File: src/hdl/assert_macros.svh
// ---------------------------------------------------------------------------
// Assertion macros
// Clocked assertion wrappers used by the top-level RTL; they compile away under SYNTH.
// ---------------------------------------------------------------------------
`ifndef ASSERT_MACROS_SVH
`define ASSERT_MACROS_SVH

`ifndef SYNTH

// prop must hold at every clock edge outside reset
`define ASSERT_ALWAYS(label, clk, rst, prop, msg) \
   label: assert property (@(posedge clk) disable iff (rst) (prop)) else $error(msg);

// cons must hold in the cycle after ante
`define ASSERT_NEXT(label, clk, rst, ante, cons, msg) \
   label: assert property (@(posedge clk) disable iff (rst) (ante) |=> (cons)) else $error(msg);

`else

`define ASSERT_ALWAYS(label, clk, rst, prop, msg)
`define ASSERT_NEXT(label, clk, rst, ante, cons, msg)

`endif

`endif

File: src/hdl/tcco_pkg.sv
// ---------------------------------------------------------------------------
// Cursor overlay package
// Shared widths, codes and the records passed between front, queue and back.
// ---------------------------------------------------------------------------
`timescale 1ns / 1ps

package tcco_pkg;

   localparam int MAX_CURSOR_DEF = 64;
   localparam int COORD_BITS_DEF = 12;
   localparam int QUEUE_DEPTH    = 4;

   localparam int OP_W       = 2;
   localparam int ROW_W      = 6;    // bitmap row / column index
   localparam int MAP_W      = 64;   // one bitmap row
   localparam int PIXEL_W    = 32;
   localparam int COLOR_W    = 24;
   localparam int REG16_W    = 16;
   localparam int DIM_W      = 8;
   // screen coordinate (up to 16 bits) minus origin plus mask offset
   localparam int DIFF_W     = 18;
   localparam int CSR_IDX_W  = 3;
   localparam int CSR_DATA_W = 24;

   localparam logic [OP_W-1:0] OP_PIXEL     = 2'd0;
   localparam logic [OP_W-1:0] OP_LOAD_SRC  = 2'd1;
   localparam logic [OP_W-1:0] OP_LOAD_MASK = 2'd2;

   typedef enum logic [1:0] {
      KIND_PIXEL,
      KIND_LOAD_SRC,
      KIND_LOAD_MASK
   } kind_type;

   typedef enum logic [CSR_IDX_W-1:0] {
      CSR_CURSOR_X,
      CSR_CURSOR_Y,
      CSR_MASK_ENABLE,
      CSR_MASK_OFFSET,
      CSR_SOURCE_SIZE,
      CSR_MASK_SIZE,
      CSR_FORE_COLOR,
      CSR_BACK_COLOR
   } csr_index_type;

   typedef struct packed {
      logic signed [REG16_W-1:0] cursor_x;
      logic signed [REG16_W-1:0] cursor_y;
      logic                      mask_enable;
      logic [REG16_W-1:0]        mask_offset;
      logic [REG16_W-1:0]        source_size;
      logic [REG16_W-1:0]        mask_size;
      logic [COLOR_W-1:0]        fore_color;
      logic [COLOR_W-1:0]        back_color;
   } cfg_type;

   // classified item, one queue entry
   typedef struct packed {
      kind_type           kind;
      logic [ROW_W-1:0]   src_row;    // also the write row of a load
      logic [ROW_W-1:0]   src_col;
      logic [ROW_W-1:0]   mask_row;
      logic [ROW_W-1:0]   mask_col;
      logic               src_in;
      logic               mask_in;
      logic               use_mask;
      logic [MAP_W-1:0]   data;       // row bits, or under pixel in the low bits
   } work_type;

   typedef struct packed {
      logic             we;
      logic             re;
      logic [ROW_W-1:0] waddr;
      logic [ROW_W-1:0] raddr;
      logic [MAP_W-1:0] wdata;
   } ram_req_type;

   typedef struct packed {
      logic b1_hold;
   } back_stat_type;

endpackage

File: src/hdl/tcco_req_if.sv
// ---------------------------------------------------------------------------
// Request channel
// Pixel and bitmap load items into the overlay.
// ---------------------------------------------------------------------------
`timescale 1ns / 1ps

interface tcco_req_if #(parameter int COORD_BITS = tcco_pkg::COORD_BITS_DEF);
   import tcco_pkg::*;

   logic                  valid;
   logic                  ready;
   logic [OP_W-1:0]       op;
   logic [COORD_BITS-1:0] pix_x;
   logic [COORD_BITS-1:0] pix_y;
   logic [PIXEL_W-1:0]    under_pixel;
   logic [ROW_W-1:0]      row_index;
   logic [MAP_W-1:0]      row_bits;

   modport source (output valid, op, pix_x, pix_y, under_pixel, row_index, row_bits,
                   input ready);
   modport sink   (input valid, op, pix_x, pix_y, under_pixel, row_index, row_bits,
                   output ready);
endinterface

File: src/hdl/tcco_front.sv
// ---------------------------------------------------------------------------
// Overlay front end
// Accepts items, forms cursor and mask coordinates and classifies them.
// ---------------------------------------------------------------------------
`timescale 1ns / 1ps

module tcco_front #(
   parameter int MAX_CURSOR = tcco_pkg::MAX_CURSOR_DEF,
   parameter int COORD_BITS = tcco_pkg::COORD_BITS_DEF
) (
   input  logic               clock,
   input  logic               reset,
   tcco_req_if.sink           req_bus,
   input  tcco_pkg::cfg_type  cfg,
   output logic               push_valid,
   input  logic               push_ready,
   output tcco_pkg::work_type push_item
);
   import tcco_pkg::*;

   localparam logic [DIM_W-1:0]   DIM_LIM = DIM_W'(MAX_CURSOR);
   localparam logic [ROW_W:0]     ROW_LIM = (ROW_W+1)'(MAX_CURSOR);

   typedef struct packed {
      kind_type                  kind;
      logic signed [DIFF_W-1:0]  sx;
      logic signed [DIFF_W-1:0]  sy;
      logic signed [DIFF_W-1:0]  mx;
      logic signed [DIFF_W-1:0]  my;
      logic [ROW_W-1:0]          row;
      logic [MAP_W-1:0]          data;
   } front_item_type;

   function automatic logic [DIM_W-1:0] clip_dim(input logic [DIM_W-1:0] v);
      return (v > DIM_LIM) ? DIM_LIM : v;
   endfunction

   function automatic logic in_range(input logic signed [DIFF_W-1:0] c,
                                     input logic [DIM_W-1:0] d);
      logic signed [DIFF_W-1:0] d_ext;
      d_ext = $signed({{(DIFF_W-DIM_W){1'b0}}, d});
      return !c[DIFF_W-1] && (c < d_ext);
   endfunction

   front_item_type fr_ff, fr_in;
   logic           fr_valid_ff, fr_valid_in;
   logic           keep;
   logic signed [DIFF_W-1:0] px, py, cx, cy, ox, oy;
   logic           src_in, mask_in;

   assign req_bus.ready = !fr_valid_ff || push_ready;

   always_comb begin
      px = $signed({{(DIFF_W-COORD_BITS){1'b0}}, req_bus.pix_x});
      py = $signed({{(DIFF_W-COORD_BITS){1'b0}}, req_bus.pix_y});
      cx = $signed({{(DIFF_W-REG16_W){cfg.cursor_x[REG16_W-1]}}, cfg.cursor_x});
      cy = $signed({{(DIFF_W-REG16_W){cfg.cursor_y[REG16_W-1]}}, cfg.cursor_y});
      ox = $signed({{(DIFF_W-DIM_W){cfg.mask_offset[7]}}, cfg.mask_offset[7:0]});
      oy = $signed({{(DIFF_W-DIM_W){cfg.mask_offset[15]}}, cfg.mask_offset[15:8]});

      fr_in.sx   = px - cx;
      fr_in.sy   = py - cy;
      fr_in.mx   = px - cx + ox;
      fr_in.my   = py - cy + oy;
      fr_in.row  = req_bus.row_index;
      fr_in.kind = KIND_PIXEL;
      fr_in.data = req_bus.row_bits;
      keep       = 1'b0;

      unique case (req_bus.op)
         OP_PIXEL: begin
            fr_in.data = {{(MAP_W-PIXEL_W){1'b0}}, req_bus.under_pixel};
            keep       = 1'b1;
         end
         OP_LOAD_SRC: begin
            fr_in.kind = KIND_LOAD_SRC;
            keep       = {1'b0, req_bus.row_index} < ROW_LIM;
         end
         OP_LOAD_MASK: begin
            fr_in.kind = KIND_LOAD_MASK;
            keep       = {1'b0, req_bus.row_index} < ROW_LIM;
         end
         default: begin
            keep = 1'b0;   // unused op, dropped
         end
      endcase

      fr_valid_in = fr_valid_ff;
      if (req_bus.ready) begin
         fr_valid_in = req_bus.valid && keep;
      end
   end

   always_ff @(posedge clock) begin
      if (reset) begin
         fr_valid_ff <= 1'b0;
      end else begin
         fr_valid_ff <= fr_valid_in;
      end
   end

   always_ff @(posedge clock) begin
      if (req_bus.ready) begin
         fr_ff <= fr_in;
      end
   end

   // box tests against the clipped bitmap sizes
   always_comb begin
      src_in  = in_range(fr_ff.sx, clip_dim(cfg.source_size[7:0]))
             && in_range(fr_ff.sy, clip_dim(cfg.source_size[15:8]));
      mask_in = in_range(fr_ff.mx, clip_dim(cfg.mask_size[7:0]))
             && in_range(fr_ff.my, clip_dim(cfg.mask_size[15:8]));

      push_item.kind     = fr_ff.kind;
      push_item.src_row  = (fr_ff.kind == KIND_PIXEL) ? fr_ff.sy[ROW_W-1:0] : fr_ff.row;
      push_item.src_col  = fr_ff.sx[ROW_W-1:0];
      push_item.mask_row = fr_ff.my[ROW_W-1:0];
      push_item.mask_col = fr_ff.mx[ROW_W-1:0];
      push_item.src_in   = src_in;
      push_item.mask_in  = mask_in;
      push_item.use_mask = cfg.mask_enable;
      push_item.data     = fr_ff.data;
   end

   assign push_valid = fr_valid_ff;
endmodule

File: src/flat_wrapper.sv
// flat-port wrapper written by rule: the top's interface ports become plain ports
module tcco_front_flat import tcco_pkg::*;
#(
   parameter int MAX_CURSOR = tcco_pkg::MAX_CURSOR_DEF,
   parameter int COORD_BITS = tcco_pkg::COORD_BITS_DEF
)
  (clock, reset, cfg, push_valid, push_ready, push_item, req_bus_valid, req_bus_op, req_bus_pix_x, req_bus_pix_y, req_bus_under_pixel, req_bus_row_index, req_bus_row_bits, req_bus_ready);
  tcco_req_if #(.COORD_BITS(COORD_BITS)) req_bus_i ();
  input  logic clock;
  input  logic reset;
  input  tcco_pkg::cfg_type cfg;
  output logic push_valid;
  input  logic push_ready;
  output tcco_pkg::work_type push_item;
  input wire logic [$bits(req_bus_i.valid)-1:0] req_bus_valid;
  input wire logic [$bits(req_bus_i.op)-1:0] req_bus_op;
  input wire logic [$bits(req_bus_i.pix_x)-1:0] req_bus_pix_x;
  input wire logic [$bits(req_bus_i.pix_y)-1:0] req_bus_pix_y;
  input wire logic [$bits(req_bus_i.under_pixel)-1:0] req_bus_under_pixel;
  input wire logic [$bits(req_bus_i.row_index)-1:0] req_bus_row_index;
  input wire logic [$bits(req_bus_i.row_bits)-1:0] req_bus_row_bits;
  output wire logic [$bits(req_bus_i.ready)-1:0] req_bus_ready;
  assign req_bus_i.valid = req_bus_valid;
  assign req_bus_i.op = req_bus_op;
  assign req_bus_i.pix_x = req_bus_pix_x;
  assign req_bus_i.pix_y = req_bus_pix_y;
  assign req_bus_i.under_pixel = req_bus_under_pixel;
  assign req_bus_i.row_index = req_bus_row_index;
  assign req_bus_i.row_bits = req_bus_row_bits;
  assign req_bus_ready = req_bus_i.ready;
  tcco_front #(.MAX_CURSOR(MAX_CURSOR), .COORD_BITS(COORD_BITS)) u_core (.clock(clock), .reset(reset), .req_bus(req_bus_i), .cfg(cfg), .push_valid(push_valid), .push_ready(push_ready), .push_item(push_item));
endmodule
File: config.mk
export PLATFORM = sky130hd
export DESIGN_NAME = tcco_front_flat
export DESIGN_NICKNAME = d
export VERILOG_FILES = /design/src/hdl/assert_macros.svh /design/src/hdl/tcco_pkg.sv /design/src/hdl/tcco_req_if.sv /design/src/hdl/tcco_front.sv /design/src/flat_wrapper.sv
export SDC_FILE = /design/constraint.sdc
export NUM_CORES = 1
export LEC_CHECK = 0
export ABC_AREA = 1
export BUFFER_PORTS_ARGS = -buffer_cell sky130_fd_sc_hd__buf_2
export CAP_MARGIN = 30
export CORE_MARGIN = 4
export CORE_UTILIZATION = 47
export CTS_CLUSTER_DIAMETER = 40
export DETAILED_ROUTE_END_ITERATION = 6
export MAX_ROUTING_LAYER = met4
export PLACE_DENSITY = 0.83
export SLEW_MARGIN = 30
export SYNTH_ARGS = -nofsm -noshare
export SYNTH_HDL_FRONTEND = slang
export SYNTH_SLANG_ARGS = --single-unit
File: constraint.sdc
create_clock -name clock -period 3.5 [get_ports clock]
set_input_delay 0 -clock clock [delete_from_list [all_inputs] [get_ports clock]]
set_output_delay 0 -clock clock [all_outputs]
set_load 0.005 [all_outputs]
==> out/metrics.csv, run 1 <==
metric;value;unit
Tot Pwr;6088;uW
core area;21220;um^2
wire length of the first global-routing pass;47.00;mm
die width;155.8;um
largest net degree at the start of global routing;145;
asr flop ratio synth;0;
synthesized area;10260;um^2
syn_area_per_cell;8.497;um^2
max_cap viols;0;
clock tree buffer depth;2;
Total Wirelength;31.71;mm
DR DRC count;0;
sequence of cells on the critical path;dlygate4sd3_1, buf_2, ha_1, inv_1, fa_1, nand3_1, nand2_1, nand2_1, nand3_1, xor2_1, ha_1, nand2_1, inv_1, a21oi_1, nand3_2, nand2_1, nand2_1, nand2_1, nand2_1;
Post-CTS Setup Bufs;0;
wire length per cell;17.04;um
#FFs+latches synth;143;
footprint of the multi-input gates;4710;um^2
synth unique cells;40;
endpoints failing setup;0;
final period utilization;0.8534;
Final Hold Fails;0;
row cnt;53;
Most common cell on crit path;nand2_1;
Util after Layout;0.6259;
Post-synth top flop;edfxtp_1;
Worst EP required;3.67;ns
fillcell total;1637;
die area;24270;um^2
GRT Total Usage;0.2515;
worst-path fanout max;4;
CP endpoint kind;flip-flop;
area delta synth->final;29.39;%
Sw Share;0.3368;
min Tclk post-route;2.987;ns
worst slew pin tran;0.6283;ns
Synth Area in Compound Gates;0.05436;
largest stage delay on the critical path;0.52;ns
pre-CTS setup slack;0.5894;ns
number of global-route vias before repair;9459;
Post-Synth Adder-Cell Area;0.1126;
Seq. cell area;4284;um^2
final instance area;13280;um^2
clk_lat worst skew;0.42;ns
post-route ant nets;0;
slowest CP cell;dlygate4sd3_1;
post-synthesis sequential area ratio;0.4174;
post-place instance area;11480;um^2
Final nets;1916;
RSZ-0062 raised after global routing;no;
GP Congestion;0.9409;
max-slew violations;0;
clk_skew;0.008558;ns
drt via density;5.163;
largest family of logic cells by synthesized area;simple AND/OR/NAND/NOR gates;
Clock transition at path regs;0.06;ns
number of antenna violations at the first check in global routing;8;
Leakage Power;0.006719;uW
TritonCTS clock tree;done;
arrival time worst endpoint;3.16;ns
layout cells sized above 1;0.2510;
ranking of synthesized cells by area;edfxtp_1 42%, nand2_1 11%, ha_1 10%;
area share of the largest cell type after synthesis;0.4154;
mux cell area share after synthesis;0.04059;
largest area contributor in the netlist;edfxtp_1;
first-pass iteration count of the detailed router;6;
Synth Area in Simple Gates;0.2226;
final setup margin;0.5132;ns
Syn Inst Count;1208;
Net Sw Power;2050;uW
Reg power frac;0.397;
H-tree levels;4;
clock root cell;clkbuf_16;
startpoint type of the worst setup path;primary input;
CP Buf/Inv Count;4;
IO Port Bufs;305;
WS Path Type;in -> reg;
DP HPWL;22.05;mm
Ports;356;
critical path's top delay family;simple AND/OR/NAND/NOR gates;
Die Y;155.8;um
synth warn;0;
Peak Freq;334.8;MHz
xor/xnor share of the synthesized area;0.02560;
Max-slew headroom;0.5801;
DRT iter0 DRCs;524;
Worst VDD drop;0.0003417;V
total CTS buffers;17;
Comb pwr share;0.321;
setup tns final;0;ns
via count;9609;
Post-synth EDFFs;142;
Power Internal;4038;uW
CTS sink count;143;
clock share of power;0.282;
HP Class;in -> out;
global route total overflow;0;
outcome;completed;
power density over cell area;458.4;nW/um^2
initial core utilization;0.4837;
power groups by stage:
stage,combinational [uW],clock (uW),sequential (uW)
finish,1960,1720,2410
global route,2210,1810,2430
CTS,1900,1720,2400
detailed placement,1770,0,2440
global placement,1710,0,2420
floorplan,1340,0,2390
path summary, 6_finish.rpt:
check	from	end	slack, ns	cells past startpoint
min reg2reg	u_core.push_valid	u_core.push_item[55]	1.05	1
min	cfg[96]	push_item[64]	0.000007	0
max	cfg[97]	u_core.fr_ff[83]	0.51	19
max reg2reg	u_core.push_valid	u_core.push_valid	1.39	4
repair_timing:
action | in CTS | in global routing
endpoints found under the setup margin | 0 | 0
resized for setup | 0 | 0
hold buffers | 120 | 0
endpoints found under the hold margin | 88 | 0
cell usage after synthesis, types with 4 or more instances:
master	instances
a21o_1	5
a21oi_1	58
a31o_2	4
and2_1	11
buf_4	87
edfxtp_1	142
fa_1	4
ha_1	86
inv_1	158
mux2_2	36
nand2_1	291
nand2_2	6
nand3_1	59
nand4_1	7
nor2_1	153
nor3_1	10
o21ai_0	26
xnor2_1	4
xor2_1	26
per-stage QoR:
step / cells / hold slack [ns]
after floorplan: 1211 / 0.06907
after global placement: 1700 / 0.00003458
after detailed placement: 1700 / 0.00003458
after CTS: 1852 / 0.00003458
after global routing: 1861 / 0.00003696
final: 1861 / 0.000006610
sequential cells by signal (all words and copies together), names as in the netlist:
| name | count |
|---|---|
| u_core.fr_ff | 58 |
| u_core.push_valid | 1 |
| u_core.push_item | 84 |
area by class of cell:
| type | count | share of cell area |
|---|---|---|
| Sequential cell | 143 | 0.3226 |
| Timing Repair Buffer | 428 | 0.2086 |
| Tap cell | 275 | 0.02591 |
| Clock buffer | 17 | 0.03203 |
| Multi-Input combinational cell | 816 | 0.3546 |
| Inverter | 159 | 0.04494 |
| Clock inverter | 15 | 0.009892 |
| Antenna cell | 8 | 0.001507 |
routing by layer:
| metal | share of wire | GRT usage | vias up |
|---|---|---|---|
| li1 | - | - | 4604 |
| met1 | 0.37 | 0.2700 | 4428 |
| met2 | 0.51 | 0.4340 | 449 |
| met3 | 0.071 | 0.04244 | 128 |
| met4 | 0.057 | 0.1517 | 0 |
| met5 | 0 | - | - |
logic make-up after synthesis:
| family | Yosys count |
|---|---|
| mux | 37 |
| flops | 143 |
| xor+xnor | 30 |
| other cells | 1 |
| compound gates | 102 |
| simple gates | 553 |
| buf+inv | 252 |
| fa+ha+maj | 90 |
layout by cell type, fill, tap and decap left out, types with 3 or more instances in the layout:
| master | netlist | layout |
|---|---|---|
| xnor2_1 | 4 | 4 |
| fa_1 | 4 | 4 |
| a21o_1 | 5 | 5 |
| diode_2 | 0 | 8 |
| nand3b_1 | 3 | 3 |
| a21oi_1 | 58 | 58 |
| inv_6 | 0 | 5 |
| nand3_2 | 3 | 3 |
| nand4_1 | 7 | 7 |
| and2_1 | 11 | 11 |
| mux2_2 | 36 | 36 |
| edfxtp_1 | 142 | 142 |
| dlygate4sd3_1 | 0 | 120 |
| inv_1 | 158 | 158 |
| nand3_1 | 59 | 59 |
| a31o_2 | 4 | 4 |
| o21ai_0 | 26 | 26 |
| nor2_2 | 3 | 3 |
| xor2_1 | 26 | 26 |
| nand2_1 | 291 | 290 |
| buf_2 | 3 | 305 |
| nor2_1 | 153 | 153 |
| nor3_1 | 10 | 10 |
| clkinv_4 | 0 | 4 |
| conb_1 | 1 | 4 |
| nand2_2 | 6 | 6 |
| ha_1 | 86 | 86 |
| clkbuf_16 | 0 | 17 |
Power figures use the tool's default switching activity.
==> run 2, diff against run 1 <==
--- a/config.mk
+++ b/config.mk
@@ -9,11 +9,11 @@
 export BUFFER_PORTS_ARGS = -buffer_cell sky130_fd_sc_hd__buf_2
 export CAP_MARGIN = 30
 export CORE_MARGIN = 4
-export CORE_UTILIZATION = 47
+export CORE_UTILIZATION = 35
 export CTS_CLUSTER_DIAMETER = 40
 export DETAILED_ROUTE_END_ITERATION = 6
 export MAX_ROUTING_LAYER = met4
-export PLACE_DENSITY = 0.83
+export PLACE_DENSITY = 0.66
 export SLEW_MARGIN = 30
 export SYNTH_ARGS = -nofsm -noshare
 export SYNTH_HDL_FRONTEND = slang
==> out/metrics.csv, run 2 (synthesis gave the netlist of run 1 again) <==
metric;value;unit;change
total CTS buffers;17;;unchanged
area delta synth->final;31.22;%;
worst-path fanout max;4;;unchanged
die area;32130;um^2;+32%
final period utilization;0.8582;;+0.004778
met3 routed WL;1.737;mm;-23%
IO Port Bufs;305;;unchanged
largest net degree at the start of global routing;86;;-41%
number of antenna violations at the first check in global routing;6;;-2
layout cells sized above 1;0.2492;;-0.001741
sequence of cells on the critical path;dlygate4sd3_1, buf_2, ha_1, inv_1, fa_1, nand3_1, nand2_1, nand2_1, nand3_1, xor2_1, ha_1, nand2_1, inv_1, a21oi_1, nand3_2, nand2_1, nand2_1, nand2_1, nand2_1;;
max FFs per register;84;;unchanged
Most common cell on crit path;nand2_1;;
DP HPWL;22.58;mm;+2.4%
clock root cell;clkbuf_16;;
Placed Cells;1809;;+6.4%
CP Buf/Inv Count;4;;unchanged
power density over cell area;452.2;nW/um^2;-1.3%
Total Wirelength;28.89;mm;-8.9%
Hold Worst Slack;0.000006610;ns;unchanged
drt via density;4.602;;-11%
Final nets;1919;;+0.16%
setup slack, reg-to-reg;1.88;ns;+0.49 ns
Reg power frac;0.393;;-0.004
critical path's top delay family;simple AND/OR/NAND/NOR gates;;
post-route ant nets;0;;unchanged
WS Path Type;in -> reg;;
GP Congestion;0.9247;;-1.7%
Peak Freq;332.9;MHz;-0.56%
CP endpoint kind;flip-flop;;
core area;28780;um^2;+36%
startpoint type of the worst setup path;primary input;;
max_cap viols;0;;unchanged
first-pass iteration count of the detailed router;5;;-1
RSZ-0062 raised after global routing;no;;
Worst EP required;3.66;ns;about the same
global route total overflow;0;;unchanged
die width;179.3;um;+15%
Ports;356;;unchanged
via count;9079;;-5.5%
final setup margin;0.4965;ns;-0.01672 ns
TritonCTS clock tree;done;;
Worst VDD drop;0.0002986;V;-13%
worst slew pin tran;0.5545;ns;-0.07384 ns
Final Hold Fails;0;;unchanged
footprint of the multi-input gates;4710;um^2;unchanged
H-tree levels;4;;unchanged
clk_skew;0.009206;ns;+0.0006479 ns
Max-slew headroom;0.6303;;+0.05022
post-CTS sizing;0;;unchanged
endpoints failing setup;0;;unchanged
Leakage Power;0.006739;uW;+0.30%
Met1 Routed Length;12.22;mm;+5.5%
DR DRC count;0;;unchanged
Power Internal;4105;uW;+1.7%
clock tree buffer depth;2;;unchanged
met2 routed wirelength;14.44;mm;-10%
setup tns final;0;ns;unchanged
HP Class;in -> out;;
commonest cells after routing, fill and taps aside;305 x buf_2, 290 x nand2_1, 158 x inv_1;;
CTS sink count;143;;unchanged
DRT iter0 DRCs;375;;-28%
pre-CTS setup slack;0.5032;ns;-0.08621 ns
initial core utilization;0.3567;;-0.1271
clock share of power;0.292;;+0.010
clk_lat worst skew;0.41;ns;about the same
Clock transition at path regs;0.06;ns;about the same
wire length of the first global-routing pass;43.59;mm;-7.2%
Die Y;179.3;um;+15%
Sw Share;0.3262;;-0.01062
arrival time worst endpoint;3.16;ns;about the same
min Tclk post-route;3.004;ns;+0.01672 ns
Seq. cell area;4284;um^2;unchanged
Highest Signal Layer;met4;;
Net Sw Power;1987;uW;-3.1%
GRT Total Usage;0.1755;;-0.07604
number of global-route vias before repair;8899;;-5.9%
max-slew violations;0;;unchanged
commonest non-fill, non-tap cell in the layout;buf_2;;
non-filler cells, final;1973;;+6.0%
fillcell total;2733;;+67%
Util after Layout;0.4680;;-0.1579
wire length per cell;14.64;um;-14%
row cnt;62;;+17%
outcome;completed;;
largest stage delay on the critical path;0.52;ns;about the same
slowest CP cell;dlygate4sd3_1;;
Comb pwr share;0.316;;-0.005
[run 2: worst paths after layout]
kind	start	end	cells after the start
worst max register to register	u_core.push_valid	u_core.push_valid	3
worst min-delay path	cfg[96]	push_item[64]	0
worst min register to register	u_core.push_valid	u_core.push_item[53]	1
worst max-delay path	cfg[97]	u_core.fr_ff[87]	19
[run 2: metrics by stage]
step / instance area, um^2 / power (uW)
after global placement: 11600 / 4167
after floorplan: 10280 / 3729
after detailed placement: 11630 / 4220
after global routing: 13460 / 6517
final: 13470 / 6091
after CTS: 13450 / 6145
[run 2: area by class of cell]
| class | instances | area share |
|---|---|---|
| sequential | 143 | 0.3181 |
| antenna | 8 | 0.001486 |
| clock buffer | 18 | 0.03186 |
| tap | 384 | 0.03567 |
| timing repair buffer | 431 | 0.2081 |
| clock inverter | 14 | 0.01087 |
| inverter | 159 | 0.04431 |
| multi-input combinational | 816 | 0.3497 |
[run 2: power by group through the flow]
| stage | clock network, uW | registers (uW) | logic [uW] |
|---|---|---|---|
| 2_1_floorplan | 0 | 2390 | 1340 |
| 3_3_place_gp | 0 | 2420 | 1740 |
| 3_5_place_dp | 0 | 2430 | 1790 |
| 4_1_cts | 1830 | 2390 | 1920 |
| 5_1_grt | 1910 | 2420 | 2190 |
| 6_report | 1780 | 2390 | 1920 |
[run 2: metal layers]
| layer | vias up | global-route usage |
|---|---|---|
| li1 | 4607 | - |
| met2 | 263 | 0.3072 |
| met1 | 4171 | 0.2061 |
| met3 | 38 | 0.02826 |
| met5 | - | - |
| met4 | 0 | 0.05808 |
[run 2: repair_timing]
action	in CTS	in global routing
hold endpoints to repair	89	0
hold buffers	124	0
buffers inserted	0	0
